**src/design/fskg_pkg.sv**
```systemverilog
// ----------------------------------------------------------------------------
// fskg_pkg
// Shared constants, types and arithmetic helpers of the free-space graph
// builder.
// ----------------------------------------------------------------------------
package fskg_pkg;

  localparam int MAX_POINTS = 256;
  localparam int ADDR_W     = $clog2(MAX_POINTS);
  localparam int CNT_W      = ADDR_W + 1;
  localparam int LINK_SLOTS = 7;
  localparam int SLOT_W     = $clog2(LINK_SLOTS + 1);
  localparam int COORD_W    = 16;
  localparam int CFG_W      = 15;
  localparam int K_W        = 4;
  localparam int IDX_W      = 3;
  localparam int DIFF_W     = COORD_W + 1;
  localparam int PROD_W     = 2 * DIFF_W;
  localparam int DOT_W      = PROD_W + 2;
  localparam int SQ_W       = 2 * COORD_W + 2;
  localparam int HALF_W     = SQ_W / 2;
  localparam int WIDE_W     = 2 * SQ_W;
  localparam int RSQ_W      = 2 * CFG_W;

  typedef logic signed [COORD_W-1:0] coord_t;
  typedef logic signed [DIFF_W-1:0]  diff_t;
  typedef logic signed [PROD_W-1:0]  prod_t;
  typedef logic signed [DOT_W-1:0]   dot_t;

  typedef struct packed {
    coord_t x;
    coord_t y;
    coord_t z;
  } point_t;

  typedef struct packed {
    diff_t x;
    diff_t y;
    diff_t z;
  } vec_t;

  typedef struct packed {
    logic              vld;
    logic [SQ_W-1:0]   dsq;
    logic [ADDR_W-1:0] idx;
  } cand_t;

  typedef struct packed {
    logic              vld;
    logic [ADDR_W-1:0] idx;
    logic [SQ_W-1:0]   uu;
    logic [SQ_W-1:0]   dxy;
    diff_t             dz;
  } near_t;

  typedef struct packed {
    logic vld;
    logic hit;
  } hit_t;

  typedef enum logic [1:0] {
    REQ_LOAD  = 2'd0,
    REQ_QUERY = 2'd1,
    REQ_CLEAR = 2'd2
  } req_t;

  typedef enum logic [IDX_W-1:0] {
    REG_FREE_THRESHOLD  = 3'd0,
    REG_CYL_HEIGHT      = 3'd1,
    REG_CYL_RADIUS      = 3'd2,
    REG_LINK_RADIUS     = 3'd3,
    REG_NEIGHBOR_COUNT  = 3'd4,
    REG_MAX_LINK_LENGTH = 3'd5
  } reg_t;

  typedef enum logic [4:0] {
    ST_IDLE,
    ST_LD_SCAN,
    ST_LD_DRAIN,
    ST_LD_WR,
    ST_Q_RD,
    ST_Q_LAT,
    ST_QS_SCAN,
    ST_QS_DRAIN,
    ST_LK_NEXT,
    ST_LK_LAT,
    ST_LK_DIFF,
    ST_LK_SQ,
    ST_LK_DD,
    ST_LK_CHK,
    ST_LK_SCAN,
    ST_LK_DRAIN,
    ST_LK_END,
    ST_OUT
  } state_t;

  function automatic diff_t sub_c(coord_t a, coord_t b);
    sub_c = diff_t'(a) - diff_t'(b);
  endfunction

  function automatic prod_t mul_d(diff_t a, diff_t b);
    mul_d = prod_t'(a) * prod_t'(b);
  endfunction

endpackage

```
**src/design/fskg_cell.sv**
```systemverilog
// ----------------------------------------------------------------------------
// fskg_cell
// One slot of the sorted candidate chain: takes a new entry or its left
// neighbor's entry when a closer candidate arrives.
// ----------------------------------------------------------------------------
module fskg_cell (
  input  logic           clk,
  input  logic           rst,
  input  logic           clr,
  input  logic           ins,
  input  logic           ena,
  input  fskg_pkg::cand_t cin,
  input  logic           prev_lt,
  input  fskg_pkg::cand_t prev,
  output logic           lt,
  output fskg_pkg::cand_t c
);
  import fskg_pkg::*;

  assign lt = ena && (!c.vld || (cin.dsq < c.dsq));

  always_ff @(posedge clk) begin
    if (ins && lt) begin
      c.dsq <= prev_lt ? prev.dsq : cin.dsq;
      c.idx <= prev_lt ? prev.idx : cin.idx;
    end
    if (rst || clr) begin
      c.vld <= 1'b0;
    end else if (ins && lt) begin
      c.vld <= prev_lt ? prev.vld : cin.vld;
    end
  end

endmodule

```
**config.mk**
```make
export PLATFORM = sky130hd
export DESIGN_NAME = fskg_cell
export DESIGN_NICKNAME = d
export VERILOG_FILES = /design/src/design/fskg_pkg.sv /design/src/design/fskg_cell.sv
export SDC_FILE = /design/constraint.sdc
export NUM_CORES = 1
export LEC_CHECK = 0
export BUFFER_PORTS_ARGS = -buffer_cell sky130_fd_sc_hd__buf_4
export CORE_AREA = 2 2 85 87
export CTS_BUF_LIST = sky130_fd_sc_hd__clkbuf_2 sky130_fd_sc_hd__clkbuf_4 sky130_fd_sc_hd__clkbuf_8
export CTS_CLUSTER_DIAMETER = 80
export DETAILED_ROUTE_END_ITERATION = 6
export DIE_AREA = 0 0 87 89
export PLACE_DENSITY_LB_ADDON = 0.05
export SLEW_MARGIN = 5
export SYNTH_ARGS = -nofsm -noshare
export SYNTH_HDL_FRONTEND = slang
export SYNTH_SLANG_ARGS = --single-unit
```
**constraint.sdc**
```tcl
create_clock -name clk -period 3.6 [get_ports clk]
set_input_delay 0.36 -clock clk [delete_from_list [all_inputs] [get_ports clk]]
set_output_delay 0.36 -clock clk [all_outputs]
set_load 0.02 [all_outputs]
```
==> metrics.sh, run 1 <==
SETUP_REPAIR_AFTER_GLOBAL_ROUTING_MISSED_ITS_MARGIN='no'
CP_CELL_SEQUENCE='inv_1 > ha_1 > nand4_2 > or4_4 > a2111oi_4 > nand2_1 > o2bb2ai_2 > nor2b_1 > buf_4'
DP.FINAL_HPWL_UM=4960
MAXCAPVIOLATIONS=0
CRIT_PATH_START_KIND='register'
SETUP.WORST_PATH.CLASS='register to output pin'
SYNTHESIS.AREA_PER_INSTANCE_UM2=12.4
REMAINING_DRC_ERRORS=0
PORTBUFFERS=135
MOSTFREQUENTLAYOUTCELL='sky130_fd_sc_hd__buf_4'
CRIT-REG2REG-CAPTURE='c[38]'
HOLDPATHEND='c[42]'
DESIGN.FINAL.NETS=480
HOLD_VIOLATIONS=0
POWER.DENSITY_nW_PER_UM2=340
SYNTH_LARGEST_AREA_CELL='sky130_fd_sc_hd__edfxtp_1'
TRITONCTS='yes'
DP_WORST_SETUP_SLACK_NS=0.901
CORE_REGION_AREA_UM2=6720
INITIAL_CORE_UTIL_PCT=39.9
TIGHTEST_SLEW_NS=0.564
CTS-HTREE-LEVELS=2
NETLIST_TOP_CELLS_AREA='sky130_fd_sc_hd__edfxtp_1 47%, sky130_fd_sc_hd__mux2_2 18%, sky130_fd_sc_hd__ha_1 15%'
NETLIST_INSTANCES=216
ANTENNA_CELLS_INSERTED=0
DETAILEDROUTE.FIRSTITERATIONVIOLATIONS=48
ROUTE.FINAL.WIRE_LENGTH_UM=6070
CLK_PIN_SLEW_WORST_PATHS_NS=0.08
PERIOD_NEEDED_NS=2.85
CRITICAL_PATH.REG2REG.STARTPOINT='c[23]'
WHS_PATH_DEPTH=3
DIE_X_UM=87
RUN_STATUS='completed'
POST_CTS_RESIZED=0
CLOCK_TREE.BUFFER_DEPTH=2
MAX_FFS_PER_REGISTER=43
NUM_IO_PINS=136
TIMING.REG2REG.WORST_PATH_DEPTH=9
HOLD_BUFFERS=0
LAYOUT-AREA-OVERHEAD-VS-SYNTH_PCT=46.8
CRITICAL_PATH_ARRIVAL_NS=2.49
CTS_ROOT_BUF='sky130_fd_sc_hd__clkbuf_8'
CORE.ROWCOUNT=30
GRT_USAGE_PCT=15.8
HOLD_PATH_STARTPOINT='rst'
CRITICAL_PATH.ENDPOINT_TYPE='output pin'
ACHIEVABLE-FREQUENCY_GHz=0.351
NUMBER_OF_DISTINCT_LIBRARY_CELLS_AFTER_SYNTHESIS=30
LARGEST-REGISTER='c'
ANTENNA_FOUND_INITIAL=0
GLOBALROUTEOVERFLOWTOTAL=0
GRT_MAX_DEGREE=44
CLK_LATENCY_NS=0.30
R2R_SLACK_NS=1.02
SYNTH-SEQ-AREA-SHARE_PCT=47.8
SYN-CELL-AREA_UM2=2680
FINALCLOCKSKEW_NS=0.00996
NUM-FILL-CELLS=589
DIE-AREA_UM2=7740
MAX_STAGE_DELAY_NS=0.58
CRIT_FANOUT=3
SYNTH_SEQ_CELLS=43
SYNTH_WARNINGS=0
DRIVE_GT1_SHARE_PCT=54.5
BIGGESTREGSBYFLOPS='c (43)'
TIMING.HOLD.WORST.CLASS='input port to register'
TOTALPOWERFINAL_W=0.00134
YOSYSTOPAREACELLSHARE_PCT=47.1
STATIC-LEAKAGE-POWER_nW=1.84
VIAS_PER_CELL=4.87
CRIT_PATH_MAX_DELAY_CELL_TYPE='sky130_fd_sc_hd__or4_4'
CP.REQUIRED_NS=3.24
SLEW_VIOLATIONS=0
FIN_SETUP_TNS_NS=0
DIE_H_UM=89
NUMCLOCKSINKS=43
REPORT.FINAL.SETUP_VIOL=0
NUMBER_OF_GLOBAL_ROUTE_VIAS_BEFORE_REPAIR=2048
FINAL_MIN_PERIOD_OVER_CLOCK_PERIOD_PCT=79.2
ROUTED-VIA-COUNT=2124
GRT_FIRST_PASS_WIRELENGTH_UM=9470
TRITONCTS.NUM_BUFFERS=5
WL_PER_CELL_UM=13.9
FIN_UTIL_PCT=58.5
ANTENNA_LEFT=0
POSTCTSSETUPBUFFERS=0
VDD.IR_DROP.WORST_uV=222
DRTPASS1ITERATIONS=4
MAX_SLEW_MARGIN_PCT=62.4
LAYOUT_SETUP_WS_NS=0.750
GP_ROUTABILITY_CONGESTION=0.757
POSTSYNTHNETCOUNT=341
MOST_FREQUENT_CELLS_IN_THE_LAYOUT='137 x sky130_fd_sc_hd__buf_4, 42 x sky130_fd_sc_hd__mux2_2, 42 x sky130_fd_sc_hd__edfxtp_1'
[layer usage]
| layer | share of wire (%) | routed length (um) | up-vias | track usage (%) |
|---|---|---|---|---|
| li1 | - | - | 1065 | - |
| met1 | 40 | 2450 | 972 | 19.5 |
| met2 | 51 | 3080 | 78 | 27.4 |
| met3 | 7.4 | 447 | 9 | 4.16 |
| met4 | 1.5 | 92 | 0 | 4.83 |
| met5 | 0 | 0 | - | 0 |
[through the flow]
stage                     instance area (um^2)  hold slack (ns)  std cells
after floorplan                           2680            0.512        216
after global placement                    3800            0.624        428
after detailed placement                  3800            0.628        428
after CTS                                 3930            0.305        436
after global routing                      3930            0.310        436
final                                     3930            0.312        436
[Yosys cell counts]
| cell | instances |
|---|---|
| sky130_fd_sc_hd__o211ai_1 | 2 |
| sky130_fd_sc_hd__nand2b_1 | 1 |
| sky130_fd_sc_hd__o2bb2ai_2 | 1 |
| sky130_fd_sc_hd__nor3_1 | 1 |
| sky130_fd_sc_hd__o21a_1 | 2 |
| sky130_fd_sc_hd__inv_1 | 33 |
| sky130_fd_sc_hd__a2111oi_4 | 1 |
| sky130_fd_sc_hd__nand4_1 | 3 |
| sky130_fd_sc_hd__a21boi_0 | 1 |
| sky130_fd_sc_hd__nor2_1 | 4 |
| sky130_fd_sc_hd__and3_1 | 1 |
| sky130_fd_sc_hd__a21o_1 | 1 |
| sky130_fd_sc_hd__ha_1 | 33 |
| sky130_fd_sc_hd__edfxtp_1 | 42 |
| sky130_fd_sc_hd__nand2_1 | 11 |
| sky130_fd_sc_hd__clkbuf_1 | 5 |
| sky130_fd_sc_hd__a21oi_1 | 15 |
| sky130_fd_sc_hd__a211oi_1 | 2 |
| sky130_fd_sc_hd__o21ai_0 | 5 |
| sky130_fd_sc_hd__mux2_2 | 42 |
| sky130_fd_sc_hd__nand2_2 | 1 |
| sky130_fd_sc_hd__nand2b_2 | 1 |
| sky130_fd_sc_hd__o221ai_1 | 1 |
| sky130_fd_sc_hd__dfxtp_1 | 1 |
| sky130_fd_sc_hd__nor2b_1 | 1 |
| sky130_fd_sc_hd__a31oi_1 | 1 |
| sky130_fd_sc_hd__nand4_2 | 1 |
| sky130_fd_sc_hd__or4_4 | 1 |
| sky130_fd_sc_hd__nand3_1 | 1 |
| sky130_fd_sc_hd__mux2i_1 | 1 |
[layout make-up]
cell class	instances	area [um^2]	share of cell area, %
Clock buffer	6	76.3	1.94
Clock inverter	2	60.1	1.53
Inverter	33	124	3.15
Multi-Input combinational cell	135	1260	32.1
Sequential cell	43	1280	32.6
Tap cell	80	100	2.54
Timing Repair Buffer	137	1030	26.1
[critical path: cells and delay by family (launching register included)]
kind	cells	cell delay, ns
fa+ha+maj	1	0.32
compound gates	2	0.41
simple gates	4	0.90
buf+inv	2	0.21
flops	1	0.35
[cell families after synthesis]
kind of cell             share of synthesized area (%)
multiplexers                                      18.0
flip-flops                                        47.8
buffers and inverters                             5.32
adder cells (fa/ha/maj)                           15.4
AO/OA/AOI/OAI                                     8.12
AND/OR/NAND/NOR                                   5.32
[worst max path at each step]
stage                  from     to  slack (ns)  depth (start not counted)
finish                c[41]     lt        0.75                          9
floorplan             c[23]   c[0]        0.32                          8
CTS                   c[41]     lt        0.72                          9
global placement    cin[23]  c[38]        0.96                          9
detailed placement  cin[23]   c[4]        0.90                          9
global route          c[41]     lt        0.62                          9
[power by group]
| part | leakage (nW) | switching [W] | internal, W |
|---|---|---|---|
| Clock | 0.0688 | 0.000167 | 0.000285 |
| Sequential | 0.402 | 0.0000111 | 0.000582 |
| Combinational | 1.37 | 0.000132 | 0.000161 |
(Power assumes the default switching activity.)
==> run 2, diff against run 1 <==
==> constraint.sdc (replaced) <==
create_clock -name clk -period 2.85 [get_ports clk]
set_input_delay 0.285 -clock clk [delete_from_list [all_inputs] [get_ports clk]]
set_output_delay 0.285 -clock clk [all_outputs]
set_load 0.02 [all_outputs]
==> metrics.sh, run 2 (same netlist as run 1, synthesis figures left out) <==
TIMING.REG2REG.WORST_PATH_DEPTH=10  # was 9
CLOCK_TREE.BUFFER_DEPTH=2  # unchanged
PLACED_CELL_AREA_UM2=3800  # about the same
POWER.SWITCHING_FRACTION_PCT=25.7  # was 23.1%
MAX_FFS_PER_REGISTER=43  # unchanged
RUN_STATUS='completed'  # unchanged
HOLDPATHEND='c[42]'  # unchanged
NUMBER_OF_GLOBAL_ROUTE_VIAS_BEFORE_REPAIR=2095  # was 2048
CRIT_START='c[40]'  # was c[41]
DETAILEDROUTE.FIRSTITERATIONVIOLATIONS=62  # was 48
PLACE.DETAILED.INSTANCES=429  # was 428
GRT_FIRST_PASS_WIRELENGTH_UM=9520  # was 9470 um
CTS_ROOT_BUF='sky130_fd_sc_hd__clkbuf_8'  # unchanged
DIE_X_UM=87  # unchanged
CRIT-REG2REG-CAPTURE='c[38]'  # unchanged
CP_CELL_SEQUENCE='inv_1 > ha_1 > nand4_2 > or4_4 > a2111oi_4 > nand2_1 > o2bb2ai_4 > nor2b_1 > buf_4'  # was inv_1 > ha_1 > nand4_2 > or4_4 > a2111oi_4 > nand2_1 > o2bb2ai_2 > nor2b_1 > buf_4
FINAL_MIN_PERIOD_OVER_CLOCK_PERIOD_PCT=96.0
FIN_UTIL_PCT=58.3  # was 58.5%
CLK_LATENCY_NS=0.28  # was 0.30 ns
CORE.ROWCOUNT=30  # unchanged
P_CLK_SHARE_PCT=25.4  # was 33.8%
R2R_SLACK_NS=0.24  # was 1.02 ns
MAXCAPVIOLATIONS=0  # unchanged
GP_ROUTABILITY_CONGESTION=0.738  # was 0.757
CP.REQUIRED_NS=2.57  # was 3.24 ns
HOLD_PATH_STARTPOINT='rst'  # unchanged
CRITICAL_PATH.ENDPOINT_TYPE='output pin'  # unchanged
INTERNAL_POWER_W=0.00112  # was 0.00103 W
ROUTE.FINAL.WIRE_LENGTH_UM=6100  # was 6070 um
VDD.IR_DROP.WORST_uV=203  # was 222 uV
FIN_HOLD_WS_NS=0.261  # was 0.312 ns
ANTENNA_CELLS_INSERTED=0  # unchanged
MOST_FREQUENT_CELLS_IN_THE_LAYOUT='140 x sky130_fd_sc_hd__buf_4, 42 x sky130_fd_sc_hd__mux2_2, 42 x sky130_fd_sc_hd__edfxtp_1'  # was 137 x sky130_fd_sc_hd__buf_4, 42 x sky130_fd_sc_hd__mux2_2, 42 x sky130_fd_sc_hd__edfxtp_1
DIE_H_UM=89  # unchanged
TRITONCTS='yes'  # unchanged
WHS_PATH_DEPTH=3  # unchanged
MOSTFREQUENTLAYOUTCELL='sky130_fd_sc_hd__buf_4'  # unchanged
DIE-AREA_UM2=7740  # unchanged
ANTENNA_LEFT=0  # unchanged
CRIT_FANOUT=3  # unchanged
TIGHTEST_SLEW_NS=0.562  # was 0.564 ns
DP.FINAL_HPWL_UM=4950  # was 4960 um
PERIOD_NEEDED_NS=2.73
CLK_PIN_SLEW_WORST_PATHS_NS=0.08  # about the same
MAX_SLEW_MARGIN_PCT=62.5  # was 62.4%
TRITONCTS.NUM_BUFFERS=5  # unchanged
POWER.DENSITY_nW_PER_UM2=384  # was 340 nW/um^2
DESIGN.FINAL.NETS=483  # was 480
LAYOUT.CELLS.NON_FILLER=439  # was 436
P_SEQ_SHARE_PCT=49.7  # was 44.3%
LARGEST-REGISTER='c'  # unchanged
GRT_MAX_DEGREE=44  # unchanged
CRIT_PATH_MAX_DELAY_CELL_TYPE='sky130_fd_sc_hd__or4_4'  # unchanged
MAX_STAGE_DELAY_NS=0.57  # was 0.58 ns
SLEW_VIOLATIONS=0  # unchanged
NUMCLOCKSINKS=43  # unchanged
FIN_SETUP_TNS_NS=0  # unchanged
ROUTED-VIA-COUNT=2134  # was 2124
CRITICAL_PATH.REG2REG.STARTPOINT='c[40]'  # was c[23]
COMBPWRFRAC_PCT=24.9  # was 21.9%
CRITICAL_PATH_ARRIVAL_NS=2.45  # was 2.49 ns
DRTPASS1ITERATIONS=4  # unchanged
ACHIEVABLE-FREQUENCY_GHz=0.366
INITIAL_CORE_UTIL_PCT=39.9  # unchanged
SWITCHING_POWER_W=0.000387  # was 0.000309 W
REMAINING_DRC_ERRORS=0  # unchanged
HOLD_VIOLATIONS=0  # unchanged
GLOBALROUTEOVERFLOWTOTAL=0  # unchanged
TIMING.HOLD.WORST.CLASS='input port to register'  # unchanged
NUM-FILL-CELLS=615  # was 589
FINALINSTANCEAREA_UM2=3920  # was 3930 um^2
CORE_REGION_AREA_UM2=6720  # unchanged
STATIC-LEAKAGE-POWER_nW=1.83  # was 1.84 nW
NUM_IO_PINS=136  # unchanged
SETUP.WORST_PATH.CLASS='register to output pin'  # unchanged
FINALCLOCKSKEW_NS=0.00299  # was 0.00996 ns
WL_PER_CELL_UM=13.9  # about the same
CRIT_PATH_START_KIND='register'  # unchanged
DRIVE_GT1_SHARE_PCT=54.3  # was 54.5%
PORTBUFFERS=135  # unchanged
CTS-HTREE-LEVELS=2  # unchanged
VIAS_PER_CELL=4.86  # was 4.87
ANTENNA_FOUND_INITIAL=0  # unchanged
BIGGESTREGSBYFLOPS='c (43)'  # unchanged
LAYOUT-AREA-OVERHEAD-VS-SYNTH_PCT=46.1  # was 46.8%
REPORT.FINAL.SETUP_VIOL=0  # unchanged
SETUP_REPAIR_AFTER_GLOBAL_ROUTING_MISSED_ITS_MARGIN='no'  # unchanged
HOLD_BUFFERS=0  # unchanged
GRT_USAGE_PCT=15.8  # about the same
[run 2: cell type report]
type,instances,area (um^2),area share (%)
clock buffers,6,76.3,1.95
clock inverters,2,7.51,0.192
inverters,33,124,3.16
multi-input cells,135,1280,32.6
flip-flops and latches,43,1280,32.7
well taps,80,100,2.56
repair buffers,140,1050,26.8
[run 2: power groups by stage]
stage | combinational (W) | clock [W] | sequential, W
floorplan | 0.000155 | 0 | 0.000800
global placement | 0.000373 | 0 | 0.000763
detailed placement | 0.000377 | 0 | 0.000763
CTS | 0.000379 | 0.000395 | 0.000749
global route | 0.000416 | 0.000420 | 0.000752
finish | 0.000375 | 0.000382 | 0.000749
[run 2: metal layers]
layer / vias to the layer above / GRT usage (%) / routed length, um / share of wire, %
met1: 984 / 18.2 / 2450 / 40
met5: - / 0 / 0 / 0
li1: 1077 / - / - / -
met2: 69 / 28.9 / 3170 / 52
met3: 4 / 4.06 / 417 / 6.8
met4: 0 / 4.40 / 61 / 1.0
[run 2: metrics by stage]
| step | total power (W) | worst slack (ns) |
|---|---|---|
| 2_1_floorplan | 0.000954 | 0.0284 |
| 3_3_place_gp | 0.00114 | 0.359 |
| 3_5_place_dp | 0.00114 | 0.294 |
| 4_1_cts | 0.00152 | 0.0318 |
| 5_1_grt | 0.00159 | 0.00122 |
| 6_report | 0.00151 | 0.115 |
[run 2: worst max-delay path by stage]
stage	end	cells past startpoint
after detailed placement	c[6]	9
after floorplan	c[0]	8
after global routing	lt	9
after global placement	c[9]	9
final	lt	9
after CTS	lt	9
[run 2: timing repair]
action / CTS / global route
setup endpoints to repair: 0 / 1
gates resized for setup: 0 / 1
setup buffers: 0 / 2
endpoints found under the hold margin: 0 / 0
[run 2: critical path: cells and delay by family, from the launching register on]
family | cells | cell delay (ns)
adder cells (fa/ha/maj) | 1 | 0.30
AO/OA/AOI/OAI | 2 | 0.38
AND/OR/NAND/NOR | 4 | 0.91
flip-flops | 1 | 0.37
buffers and inverters | 2 | 0.20
